**config.mk**
```make
export PLATFORM = sky130hd
export DESIGN_NAME = fixed_chunk_pool_allocator
export DESIGN_NICKNAME = d
export VERILOG_FILES = /design/src/hdl/fcpa_pkg.sv /design/src/hdl/fcpa_ctrl.sv /design/src/hdl/fcpa_datapath.sv /design/src/hdl/fixed_chunk_pool_allocator.sv
export SDC_FILE = /design/constraint.sdc
export NUM_CORES = 1
export LEC_CHECK = 0
export ABC_CLOCK_PERIOD_IN_PS = 4400
export BUFFER_PORTS_ARGS = -buffer_cell sky130_fd_sc_hd__buf_2
export CORE_ASPECT_RATIO = 0.6
export CORE_MARGIN = 1.5
export CORE_UTILIZATION = 50
export DETAILED_ROUTE_END_ITERATION = 8
export MAX_ROUTING_LAYER = met4
export PLACE_DENSITY = 0.68
export SETUP_SLACK_MARGIN = 0.05
export SLEW_MARGIN = 5
export SYNTH_ARGS = -nofsm -noshare
export SYNTH_HDL_FRONTEND = slang
export SYNTH_SLANG_ARGS = --single-unit
```
**constraint.sdc**
```tcl
create_clock -name clk -period 4.4 [get_ports clk]
set_input_delay 0 -clock clk [delete_from_list [all_inputs] [get_ports clk]]
set_output_delay 0 -clock clk [all_outputs]
set_load 0.005 [all_outputs]
```
**src/hdl/fcpa_pkg.sv**
```systemverilog
`default_nettype none
package fcpa_pkg;

    // Result status codes
    localparam logic [2:0] STAT_OK           = 3'd0;
    localparam logic [2:0] STAT_TOO_LARGE    = 3'd1;
    localparam logic [2:0] STAT_NONE_FREE    = 3'd2;
    localparam logic [2:0] STAT_MISALIGNED   = 3'd3;
    localparam logic [2:0] STAT_OUT_OF_RANGE = 3'd4;
    localparam logic [2:0] STAT_NOT_IN_USE   = 3'd5;

    // Configuration register indexes
    localparam logic [1:0] CFG_BASE_ADDRESS = 2'd0;
    localparam logic [1:0] CFG_CHUNK_SIZE   = 2'd1;
    localparam logic [1:0] CFG_CHUNK_COUNT  = 2'd2;

    localparam int ADDR_W  = 48;
    localparam int SIZE_W  = 32;
    localparam int REQ_W   = 33;
    localparam int COUNT_W = 7;
    localparam int INDEX_W = 6;

    typedef enum logic [2:0] {
        S_IDLE,
        S_SCAN,
        S_PREP,
        S_DIV,
        S_TEST,
        S_DONE
    } fcpa_state_t;

    // Controller to datapath
    typedef struct packed {
        logic load;      // latch the accepted request
        logic scan;      // check one chunk of the allocate scan
        logic prep;      // range check and offset for a free
        logic div;       // one quotient bit of offset / chunk_size
        logic test;      // final free checks and bit clear
        logic out_load;  // move the result into the output register
    } fcpa_cmd_t;

    // Datapath to controller
    typedef struct packed {
        logic scan_end;   // allocate decided this cycle
        logic prep_fail;  // free rejected before division
        logic div_last;   // last quotient bit this cycle
        logic out_free;   // output register can take a result
    } fcpa_stat_t;

endpackage
`default_nettype wire

```
**src/hdl/fcpa_ctrl.sv**
```systemverilog
`default_nettype none
module fcpa_ctrl
    import fcpa_pkg::*;
(
    input  wire logic       clk,
    input  wire logic       rst_n,
    input  wire logic       s_tvalid,
    input  wire logic       s_tuser,
    output logic            s_tready,
    input  fcpa_stat_t      stat,
    output fcpa_cmd_t       cmd
);

    fcpa_state_t state_reg;
    fcpa_state_t state_next;

    always_ff @(posedge clk or negedge rst_n)
    begin
        if (!rst_n)
        begin
            state_reg <= S_IDLE;
        end
        else
        begin
            state_reg <= state_next;
        end
    end

    always_comb
    begin
        state_next = state_reg;
        case (state_reg)
            S_IDLE:
            begin
                if (s_tvalid)
                begin
                    state_next = s_tuser ? S_PREP : S_SCAN;
                end
            end
            S_SCAN:
            begin
                if (stat.scan_end)
                begin
                    state_next = S_DONE;
                end
            end
            S_PREP:
            begin
                state_next = stat.prep_fail ? S_DONE : S_DIV;
            end
            S_DIV:
            begin
                if (stat.div_last)
                begin
                    state_next = S_TEST;
                end
            end
            S_TEST:
            begin
                state_next = S_DONE;
            end
            S_DONE:
            begin
                if (stat.out_free)
                begin
                    state_next = S_IDLE;
                end
            end
            default:
            begin
                state_next = S_IDLE;
            end
        endcase
    end

    always_comb
    begin
        cmd      = '0;
        s_tready = 1'b0;
        case (state_reg)
            S_IDLE:
            begin
                s_tready = 1'b1;
                cmd.load = s_tvalid;
            end
            S_SCAN:
            begin
                cmd.scan = 1'b1;
            end
            S_PREP:
            begin
                cmd.prep = 1'b1;
            end
            S_DIV:
            begin
                cmd.div = 1'b1;
            end
            S_TEST:
            begin
                cmd.test = 1'b1;
            end
            S_DONE:
            begin
                cmd.out_load = stat.out_free;
            end
            default:
            begin
                cmd = '0;
            end
        endcase
    end

endmodule
`default_nettype wire

```
**src/hdl/fcpa_datapath.sv**
```systemverilog
`default_nettype none
module fcpa_datapath
    import fcpa_pkg::*;
#(
    parameter int MAX_CHUNKS = 64
)
(
    input  wire logic                 clk,
    input  wire logic                 rst_n,
    input  wire logic                 cfg_valid,
    input  wire logic [1:0]           cfg_index,
    input  wire logic [ADDR_W-1:0]    cfg_data,
    input  wire logic [REQ_W-1:0]     in_size,
    input  wire logic [ADDR_W-1:0]    in_address,
    input  fcpa_cmd_t                 cmd,
    output fcpa_stat_t                stat,
    output logic                      out_valid,
    input  wire logic                 out_ready,
    output logic [2:0]                out_status,
    output logic [ADDR_W-1:0]         out_address,
    output logic [INDEX_W-1:0]        out_index
);

    localparam int CNT_W = $clog2(MAX_CHUNKS + 1);
    localparam int IDX_W = (MAX_CHUNKS > 1) ? $clog2(MAX_CHUNKS) : 1;
    localparam int BIT_W = $clog2(ADDR_W);

    // Configuration
    logic [ADDR_W-1:0]  base_reg;
    logic [SIZE_W-1:0]  csize_reg;
    logic [COUNT_W-1:0] ccount_reg;

    // Chunk state
    logic [MAX_CHUNKS-1:0] used_reg;

    // Request and working registers
    logic [REQ_W-1:0]   size_reg;
    logic [ADDR_W-1:0]  addr_reg;
    logic [CNT_W-1:0]   scan_reg;
    logic [ADDR_W-1:0]  acc_reg;
    logic [ADDR_W-1:0]  quo_reg;
    logic [SIZE_W-1:0]  rem_reg;
    logic [BIT_W-1:0]   bit_reg;

    logic [2:0]         res_status_reg;
    logic [ADDR_W-1:0]  res_addr_reg;
    logic [INDEX_W-1:0] res_idx_reg;

    logic               out_valid_reg;
    logic [2:0]         out_status_reg;
    logic [ADDR_W-1:0]  out_addr_reg;
    logic [INDEX_W-1:0] out_idx_reg;

    logic [CNT_W-1:0]   live;
    logic [IDX_W-1:0]   scan_idx;
    logic [IDX_W-1:0]   quo_idx;
    logic               too_large;
    logic               scan_past;
    logic               below_base;
    logic [SIZE_W:0]    shifted;
    logic [SIZE_W+1:0]  diff;
    logic               quo_past;

    assign live = (32'(ccount_reg) > MAX_CHUNKS) ? CNT_W'(MAX_CHUNKS) : CNT_W'(ccount_reg);

    assign scan_idx   = scan_reg[IDX_W-1:0];
    assign quo_idx    = quo_reg[IDX_W-1:0];
    assign too_large  = size_reg > {1'b0, csize_reg};
    assign scan_past  = scan_reg >= live;
    assign below_base = addr_reg < base_reg;
    assign shifted    = {rem_reg, quo_reg[ADDR_W-1]};
    assign diff       = {1'b0, shifted} - (SIZE_W + 2)'(csize_reg);
    assign quo_past   = quo_reg >= ADDR_W'(live);

    assign stat.scan_end  = too_large || scan_past || !used_reg[scan_idx];
    assign stat.prep_fail = below_base || (csize_reg == '0);
    assign stat.div_last  = (bit_reg == '0);
    assign stat.out_free  = !out_valid_reg || out_ready;

    // Configuration, chunk bits and output valid
    always_ff @(posedge clk or negedge rst_n)
    begin
        if (!rst_n)
        begin
            base_reg      <= '0;
            csize_reg     <= SIZE_W'(4096);
            ccount_reg    <= COUNT_W'(64);
            used_reg      <= '0;
            out_valid_reg <= 1'b0;
        end
        else
        begin
            if (cfg_valid)
            begin
                case (cfg_index)
                    CFG_BASE_ADDRESS: base_reg   <= cfg_data;
                    CFG_CHUNK_SIZE:   csize_reg  <= cfg_data[SIZE_W-1:0];
                    CFG_CHUNK_COUNT:  ccount_reg <= cfg_data[COUNT_W-1:0];
                    default:          ;
                endcase
            end
            if (cmd.scan && !too_large && !scan_past && !used_reg[scan_idx])
            begin
                used_reg[scan_idx] <= 1'b1;
            end
            if (cmd.test && (rem_reg == '0) && !quo_past && used_reg[quo_idx])
            begin
                used_reg[quo_idx] <= 1'b0;
            end
            if (cmd.out_load)
            begin
                out_valid_reg <= 1'b1;
            end
            else if (out_ready)
            begin
                out_valid_reg <= 1'b0;
            end
        end
    end

    // Request, scan, divider and result payload
    always_ff @(posedge clk)
    begin
        if (cmd.load)
        begin
            size_reg <= in_size;
            addr_reg <= in_address;
            scan_reg <= '0;
            acc_reg  <= base_reg;
        end

        if (cmd.scan)
        begin
            if (too_large)
            begin
                res_status_reg <= STAT_TOO_LARGE;
                res_addr_reg   <= '0;
                res_idx_reg    <= '0;
            end
            else if (scan_past)
            begin
                res_status_reg <= STAT_NONE_FREE;
                res_addr_reg   <= '0;
                res_idx_reg    <= '0;
            end
            else if (!used_reg[scan_idx])
            begin
                res_status_reg <= STAT_OK;
                res_addr_reg   <= acc_reg;
                res_idx_reg    <= INDEX_W'(scan_reg);
            end
            else
            begin
                // advance to the next chunk and its address
                scan_reg <= scan_reg + CNT_W'(1);
                acc_reg  <= acc_reg + ADDR_W'(csize_reg);
            end
        end

        if (cmd.prep)
        begin
            quo_reg <= addr_reg - base_reg;
            rem_reg <= '0;
            bit_reg <= BIT_W'(ADDR_W - 1);
            res_status_reg <= STAT_OUT_OF_RANGE;
            res_addr_reg   <= '0;
            res_idx_reg    <= '0;
        end

        // Restoring division: the offset shifts out of quo_reg as quotient bits shift in
        if (cmd.div)
        begin
            bit_reg <= bit_reg - BIT_W'(1);
            if (!diff[SIZE_W+1])
            begin
                rem_reg <= diff[SIZE_W-1:0];
                quo_reg <= {quo_reg[ADDR_W-2:0], 1'b1};
            end
            else
            begin
                rem_reg <= shifted[SIZE_W-1:0];
                quo_reg <= {quo_reg[ADDR_W-2:0], 1'b0};
            end
        end

        if (cmd.test)
        begin
            res_addr_reg <= '0;
            res_idx_reg  <= '0;
            if (rem_reg != '0)
            begin
                res_status_reg <= STAT_MISALIGNED;
            end
            else if (quo_past)
            begin
                res_status_reg <= STAT_OUT_OF_RANGE;
            end
            else if (!used_reg[quo_idx])
            begin
                res_status_reg <= STAT_NOT_IN_USE;
            end
            else
            begin
                res_status_reg <= STAT_OK;
                res_idx_reg    <= INDEX_W'(quo_idx);
            end
        end

        if (cmd.out_load)
        begin
            out_status_reg <= res_status_reg;
            out_addr_reg   <= res_addr_reg;
            out_idx_reg    <= res_idx_reg;
        end
    end

    assign out_valid   = out_valid_reg;
    assign out_status  = out_status_reg;
    assign out_address = out_addr_reg;
    assign out_index   = out_idx_reg;

endmodule
`default_nettype wire

```
**src/hdl/fixed_chunk_pool_allocator.sv**
```systemverilog
// Chunk pool allocator with one used flag per chunk.
// Input stream (s_*): one request per transfer. s_tuser is the command
// (0 allocate, 1 free); s_tdata carries the request size and the address to free.
// Output stream (m_*): one result per request, in order. m_tuser is the status,
// m_tdata carries the allocated address and the chunk index.
// Configuration channel (cfg_*): index 0 base address, 1 chunk size,
// 2 chunk count; always ready, write only while no request is in flight.
// Sequencing: one request at a time. An allocate scans the used flags
// one chunk per cycle until it finds a free chunk or passes the chunk
// count; a request larger than the chunk size is rejected by the scan. A free
// runs a one-bit-per-cycle divider over the 48-bit offset, then a final
// test state; it skips the divider when the address is below the base or
// the chunk size is zero. s_tready is high only between requests, so the
// next request is taken in the cycle after the result is loaded.
// The result sits in an output register; a new request is taken while it
// waits. When the receiver stalls, the next result holds inside the block until
// the output register drains.
// Reset clears all used flags (every chunk free) and loads the register
// defaults: base 0, chunk size 4096, chunk count 64.
`default_nettype none
module fixed_chunk_pool_allocator
    import fcpa_pkg::*;
#(
    parameter int MAX_CHUNKS = 64
)
(
    input  wire logic        clk,
    input  wire logic        rst_n,
    input  wire logic        s_tvalid,
    output logic             s_tready,
    input  wire logic [87:0] s_tdata,   // [32:0] request_size, [80:33] free_address
    input  wire logic        s_tuser,   // [0] cmd
    output logic             m_tvalid,
    input  wire logic        m_tready,
    output logic [55:0]      m_tdata,   // [47:0] chunk_address, [53:48] chunk_index
    output logic [2:0]       m_tuser,   // [2:0] status
    input  wire logic        cfg_valid,
    output logic             cfg_ready,
    input  wire logic [1:0]  cfg_index,
    input  wire logic [47:0] cfg_data
);

    fcpa_cmd_t          cmd;
    fcpa_stat_t         stat;
    logic [2:0]         out_status;
    logic [ADDR_W-1:0]  out_address;
    logic [INDEX_W-1:0] out_index;

    assign cfg_ready = 1'b1;

    fcpa_ctrl u_ctrl (
        .clk      (clk),
        .rst_n    (rst_n),
        .s_tvalid (s_tvalid),
        .s_tuser  (s_tuser),
        .s_tready (s_tready),
        .stat     (stat),
        .cmd      (cmd)
    );

    fcpa_datapath #(
        .MAX_CHUNKS (MAX_CHUNKS)
    ) u_datapath (
        .clk         (clk),
        .rst_n       (rst_n),
        .cfg_valid   (cfg_valid),
        .cfg_index   (cfg_index),
        .cfg_data    (cfg_data),
        .in_size     (s_tdata[REQ_W-1:0]),
        .in_address  (s_tdata[REQ_W+ADDR_W-1:REQ_W]),
        .cmd         (cmd),
        .stat        (stat),
        .out_valid   (m_tvalid),
        .out_ready   (m_tready),
        .out_status  (out_status),
        .out_address (out_address),
        .out_index   (out_index)
    );

    assign m_tdata = {2'b00, out_index, out_address};
    assign m_tuser = out_status;

    // One request at a time
    a_one_in_flight: assert property (@(posedge clk) disable iff (!rst_n)
        s_tvalid && s_tready |=> !s_tready)
        else $error("request accepted while another is in flight");

    // Never overwrite a result the receiver has not taken
    a_no_overwrite: assert property (@(posedge clk) disable iff (!rst_n)
        cmd.out_load |-> !m_tvalid || m_tready)
        else $error("output register overwritten");

    // Only a successful allocate returns an address
    a_addr_zero: assert property (@(posedge clk) disable iff (!rst_n)
        m_tvalid && (m_tuser != STAT_OK) |-> (m_tdata[47:0] == '0) && (m_tdata[53:48] == '0))
        else $error("error result with nonzero address or index");

    a_status_code: assert property (@(posedge clk) disable iff (!rst_n)
        m_tvalid |-> m_tuser <= STAT_NOT_IN_USE)
        else $error("undefined status code");

endmodule
`default_nettype wire
```
==> Word-level counts from Yosys, hierarchy flattened <==
Index checks and enable logic that the tools add are counted.
{ "op_classes": {"addsub": 5, "n_lt_le_gt_ge": 9, "eq_ne": 13, "mux": 66, "bitwise": 3, "n_reduce_logical": 33} }
{ "ops": {"columns": ["cell", "count"], "rows": [
  ["two-way mux 48 bit", 10],
  ["two-way mux 64 bit", 2],
  ["two-way mux 32 bit", 3],
  ["two-way mux 6 bit", 11],
  ["bitwise AND 64 bit", 1],
  ["zero test 32 bit", 2],
  ["inverter 64 bit", 1],
  ["bitwise OR 64 bit", 1],
  ["adder 48 x 32 -> 48 bit", 1],
  ["greater-or-equal comparator 48 x 7 -> 1 bit", 1],
  ["< comparator 48 bit", 1],
  ["subtractor 48 bit", 1],
  ["two-way mux 3 bit", 14],
  ["two-way mux 7 bit", 6],
  ["subtractor 33 x 32 -> 34 bit", 1],
  ["> comparator 33 x 32 -> 1 bit", 1],
  ["nonzero test 32 bit", 1],
  ["case mux 3 bit (6 select lines)", 1],
  ["< comparator 6 x 7 -> 1 bit (second input constant)", 2],
  ["two-way mux 1 bit", 14],
  ["binary-select mux 1 bit (select 6 bit)", 2],
  ["demux 1 bit (select 6 bit)", 2],
  ["greater-or-equal comparator 6 x 1 -> 1 bit (second input constant)", 2],
  ["AND reduction 2 bit", 5],
  ["other kinds (24)", 43]
]} }
{ "word_totals": {"regBits": 491, "inputBits": 144, "out_inout_bits": 62, "elab_cells": 148} }

==> Logic depth before layout (Yosys ltp) <==
{ "depth": {"ltp_word": 9, "ltp_mapped": 15} }

==> Modules after synthesis <==
A second synthesis with hierarchy kept.
{ "unflattened": {"hier_cells": 2724, "area_unflattened_um2": 27142.3} }
{ "by_module_without_submodules": {"columns": ["mod", "instances", "cells_per_inst", "area_per_inst_um2", "seq_area_each_um2"], "rows": [
  ["fcpa_datapath", 1, 2690, 26857.0, 12864.8],
  ["fcpa_ctrl", 1, 29, 255.2, 75.1],
  ["fixed_chunk_pool_allocator", 1, 5, 30.0, 0.0]
]} }

==> Worst setup path before layout <==
OpenSTA, ideal clock, no wires.
{ "synth_timing": {"path_kind": "reg2reg", "from": "reg u_ctrl.state_reg[1]", "to": "reg u_datapath.acc_reg[38]", "setup_time_ps": 258, "t_arrival_ps": 3709, "slack_ps": 434, "path_stages_with_launch": 7, "cell_sequence": "dfrtp_1 clkbuf_1 nor3_1 nand2_1 inv_1 clkbuf_1 a211oi_1"} }
{ "synth_rtl": {"columns": ["item", "line_no", "source"], "rows": [
  ["from (decl)", "fcpa_ctrl.sv:14", "fcpa_state_t state_reg;"],
  ["from (signal assigned)", "fcpa_ctrl.sv:25", "state_reg <= state_next;"],
  ["to (signal assigned)", "fcpa_datapath.sv:129", "acc_reg <= base_reg;"],
  ["to (signal assigned)", "fcpa_datapath.sv:156", "acc_reg <= acc_reg + ADDR_W'(csize_reg);"],
  ["to (decl)", "fcpa_datapath.sv:40", "logic [ADDR_W-1:0] acc_reg;"]
]} }

==> Worst setup path after layout <==
{ "layout_timing": {"from": "reg u_datapath.csize_reg[12]", "to": "reg u_datapath.rem_reg[6] (data pin)"} }
{ "layout_via": {"elab_chain_cells": 3} }
{ "layout_rtl": {"columns": ["item", "line_no", "source"], "rows": [
  ["from (decl)", "fcpa_datapath.sv:30", "logic [SIZE_W-1:0] csize_reg;"],
  ["from (signal assigned)", "fcpa_datapath.sv:97", "CFG_CHUNK_SIZE: csize_reg <= cfg_data[SIZE_W-1:0];"],
  ["subtractor 33 x 32 -> 34 bit", "fcpa_datapath.sv:72", "assign diff = {1'b0, shifted} - (SIZE_W + 2)'(csize_reg);"],
  ["two-way mux 32 bit", "fcpa_datapath.sv:174", "if (!diff[SIZE_W+1])"],
  ["two-way mux 32 bit", "fcpa_datapath.sv:171", "if (cmd.div)"],
  ["to (signal assigned)", "fcpa_datapath.sv:176", "rem_reg <= diff[SIZE_W-1:0];"],
  ["to (signal assigned)", "fcpa_datapath.sv:181", "rem_reg <= shifted[SIZE_W-1:0];"],
  ["to (decl)", "fcpa_datapath.sv:42", "logic [SIZE_W-1:0] rem_reg;"]
]} }
No other way between the ends.
A chain may end at the register's enable or synchronous reset.

==> run_results.csv <==
group,metric,value,unit
outcome,violations,"negative hold slack",
setup_path,critPathTopFamily,"simple AND/OR/NAND/NOR gates",
detailed_routing,wl_per_cell,24.4,µm
placement,place_ws,0.524,ns
synth,ys_async_sr_fraction,31.6,%
setup_path,crit_cells,14,
clocking,cts-root-buf,"clkbuf_16",
timing,clock_skew,0.0352,ns
detailed_routing,via_count,23600,
clocking,post_cts_buffers,0,
timing,drv_slew,0,
clocking,cts_resized,0,
grt,grt_max_degree,96,
clocking,numCtsBuffers,48,
clocking,postCtsHoldBufs,134,
power_and_ir_drop,p_leak,13.2,nW
clocking,cts_tree,"yes",
min_path,hold_class,"input port to asynchronous set/reset pin",
timing,fin_crit_sh,93.4,%
synth,synth.top_cell.area_share,25.9,%
finish,nets,3309,
placement,io_buffers,195,
timing,relSlewSlack,12.3,%
clocking,cts_buffer_depth,3,
grt,grt_usage,33.6,%
timing,period_minus_slack,4.11,ns
timing,timing.fmax,243,MHz
clocking,h-tree-depth,2,
setup_path,critPathLaunchType,"register",
synth,netlist_top_cells_area,"edfxtp_1, dfrtp_1, dfxtp_1, ha_1, a21oi_1",
synth,synth_flop_cell,"edfxtp_1",
setup_path,cpMostUsedCell,"buf_4",
timing,tightest_slew,1.31,ns
detailed_routing,antenna_left,0,
setup_path,slowest_stage,"nor4_1",
setup_path,crit_type,"register to register",
grt,grt_pass1_vias,21700,
grt,grt_use_met2,40.5,%
setup_path,crit_buf_inv,4,
synth,syn_inst,2690,
grt,grt_overflow,0,
job,drv_cap,0,
detailed_routing,route.detailed.drc,0,
synth,syn_area,27000,µm²
floorplanning,die_x,303,µm
floorplanning,pin_count,206,
clocking,worstSkewPairLatency,0.61,ns
floorplanning,chipHeight,183,µm
clocking,clkTransAtPathRegs,0.07,ns
finish,n_fill_cell,4364,
setup_path,cp_cell_sequence,"inv_1, ha_1, and3_1, o211a_1, nor4_1, buf_4, a21oi_1, o31ai_1, o21ai_0, buf_4, nor3_2, buf_4, nand2_1, a21oi_1",
synth,ys_types,84,
grt,antenna_found_initial,12,
finish,seq_area,12900,µm²
outcome,status,"finished, violations left",
synth,synth_seq_cells,491,
grt,grt.met3_usage,9.74,%
timing,timing.hold.ws,-0.0126,ns
timing,rsz0062_at_grt,"false",
detailed_routing,via_per_inst,6.28,
placement,hpwl,68400,µm
floorplanning,core.rowCount,65,
timing,setup_ws,0.292,ns
synth,synth_seq_area_share,47.9,%
detailed_routing,drtIter0Drc,3356,
floorplanning,core_area,52900,µm²
grt,grt_use_met1,53.1,%
power_and_ir_drop,peakVddDrop,0.374,mV
setup_path,critPathMaxStageDelay,0.69,ns
finish,largest_reg_flops,64,
floorplanning,dieArea,55400,µm²
synth,synth_edf_count,233,
timing,setup_violations,0,
setup_path,required,4.83,ns
floorplanning,initial_core_util,51.0,%
setup_path,cp-startpoint,"u_datapath.csize_reg[12]$_DFFE_PN1P_",
setup_path,reg2reg_from,"u_datapath.csize_reg[12]$_DFFE_PN1P_",
grt,grt.busiest_layer,"met1",
setup_path,r2r_cells,14,
synth,yosysMostFrequentCell,"nand2_1",
detailed_routing,dr.pass1.iters,6,
synth,avgSynthCellArea,10.0,µm²
placement,place_congestion,0.999,
finish,area_delta_synth_final,19.0,%
setup_path,path_max_fanout,15,
timing,fin_tns_setup,0,ns
finish,multiInputGateArea,13000,µm²
finish,drive_gt1_share,15.2,%
setup_path,endpoint_kind,"register",
detailed_routing,wl,91800,µm
clocking,cts_sinks,491,
synth,netlist_top_cells_count,"nand2_1, a21oi_1, edfxtp_1",
synth,yosys_warnings,0,
synth,yosysTopAreaCell,"edfxtp_1",
setup_path,arrival,4.54,ns
timing,hold_violations,9,
power_and_ir_drop,pwr_density_cell,612,nW/µm²
grt,grt_pass1_wl,135000,µm
## cell type report
class,instances,area share (%)
Tap cell,703,2.74
Sequential cell,491,40.3
Antenna cell,17,0.132
Multi-Input combinational cell,1922,40.5
Clock buffer,59,4.36
Inverter,135,1.59
Clock inverter,31,1.24
Timing Repair Buffer,403,9.19
## cell families (layout without fill, tap and decap cells)
logic type	Yosys count	after routing	share of synthesized area [%]
xor gates and xnor gates	95	95	3.08
AOI/OAI and AO/OA	815	815	19.8
adders and majority gates	164	164	7.68
other	2	20	0.0278
muxes	88	88	4.18
DFF	491	491	47.9
buffers and inverters	278	628	4.18
and+or+nand+nor	757	757	13.2
## metal layers
metal / part of all wire (%) / vias up
met4: 2.2 / 0
met2: 37 / 1390
li1: - / 10700
met3: 13 / 177
met1: 48 / 11400
met5: 0 / -
## stage by stage
step                      instance area [µm²]  std cells  utilization, %  power, W
after floorplan                         27000       2691               -    0.0121
after global placement                  29000       3520            54.7    0.0144
after detailed placement                29000       3520            54.7    0.0146
after CTS                               32100       3744            60.6    0.0194
after global routing                    32100       3759            60.7    0.0207
final                                   32100       3761            60.7    0.0197
## final timing paths
path / slack, ns / end
max in group asynchronous: 3.34 / u_datapath.csize_reg[17]$_DFFE_PN0P_
worst max-delay path: 0.29 / u_datapath.rem_reg[6]$_SDFFCE_PN0P_
worst max register to register: 0.29 / u_datapath.rem_reg[6]$_SDFFCE_PN0P_
worst min-delay path: -0.01 / u_datapath.used_reg[49]$_DFF_PN0_
min in group clk: 0.02 / u_datapath.base_reg[39]$_DFFE_PN0P_
worst min register to register: 0.42 / u_datapath.out_status[1]$_DFFE_PP_
## layout by cell type (no fill, tap or decap), drive strengths merged, types with 18 or more instances in the layout
master and n:
clkbuf 59, buf 269, xnor2 54, a21oi 245, edfxtp 233, nor4 34, nor2 163, nand2 306
nand2b 27, dfrtp 153, a22o 56, nor2b 21, and3 23, o21ai 149, inv 140, o21a 24
a21o 34, a31oi 51, dfxtp 103, ha 161, dlygate4sd3 134, mux2i 23, o21bai 18, a41oi 66
nor3 49, xor2 41, o211ai 19, nand4 36, mux2 51, nand3 31, a211oi 39
## power breakdown
part | switching [W] | total [W] | internal [W]
sequential | 0.00109 | 0.00731 | 0.00623
combinational | 0.00461 | 0.00762 | 0.00302
clock | 0.00200 | 0.00472 | 0.00272
total | 0.00770 | 0.0197 | 0.0120
(Power assumes the default switching activity.)
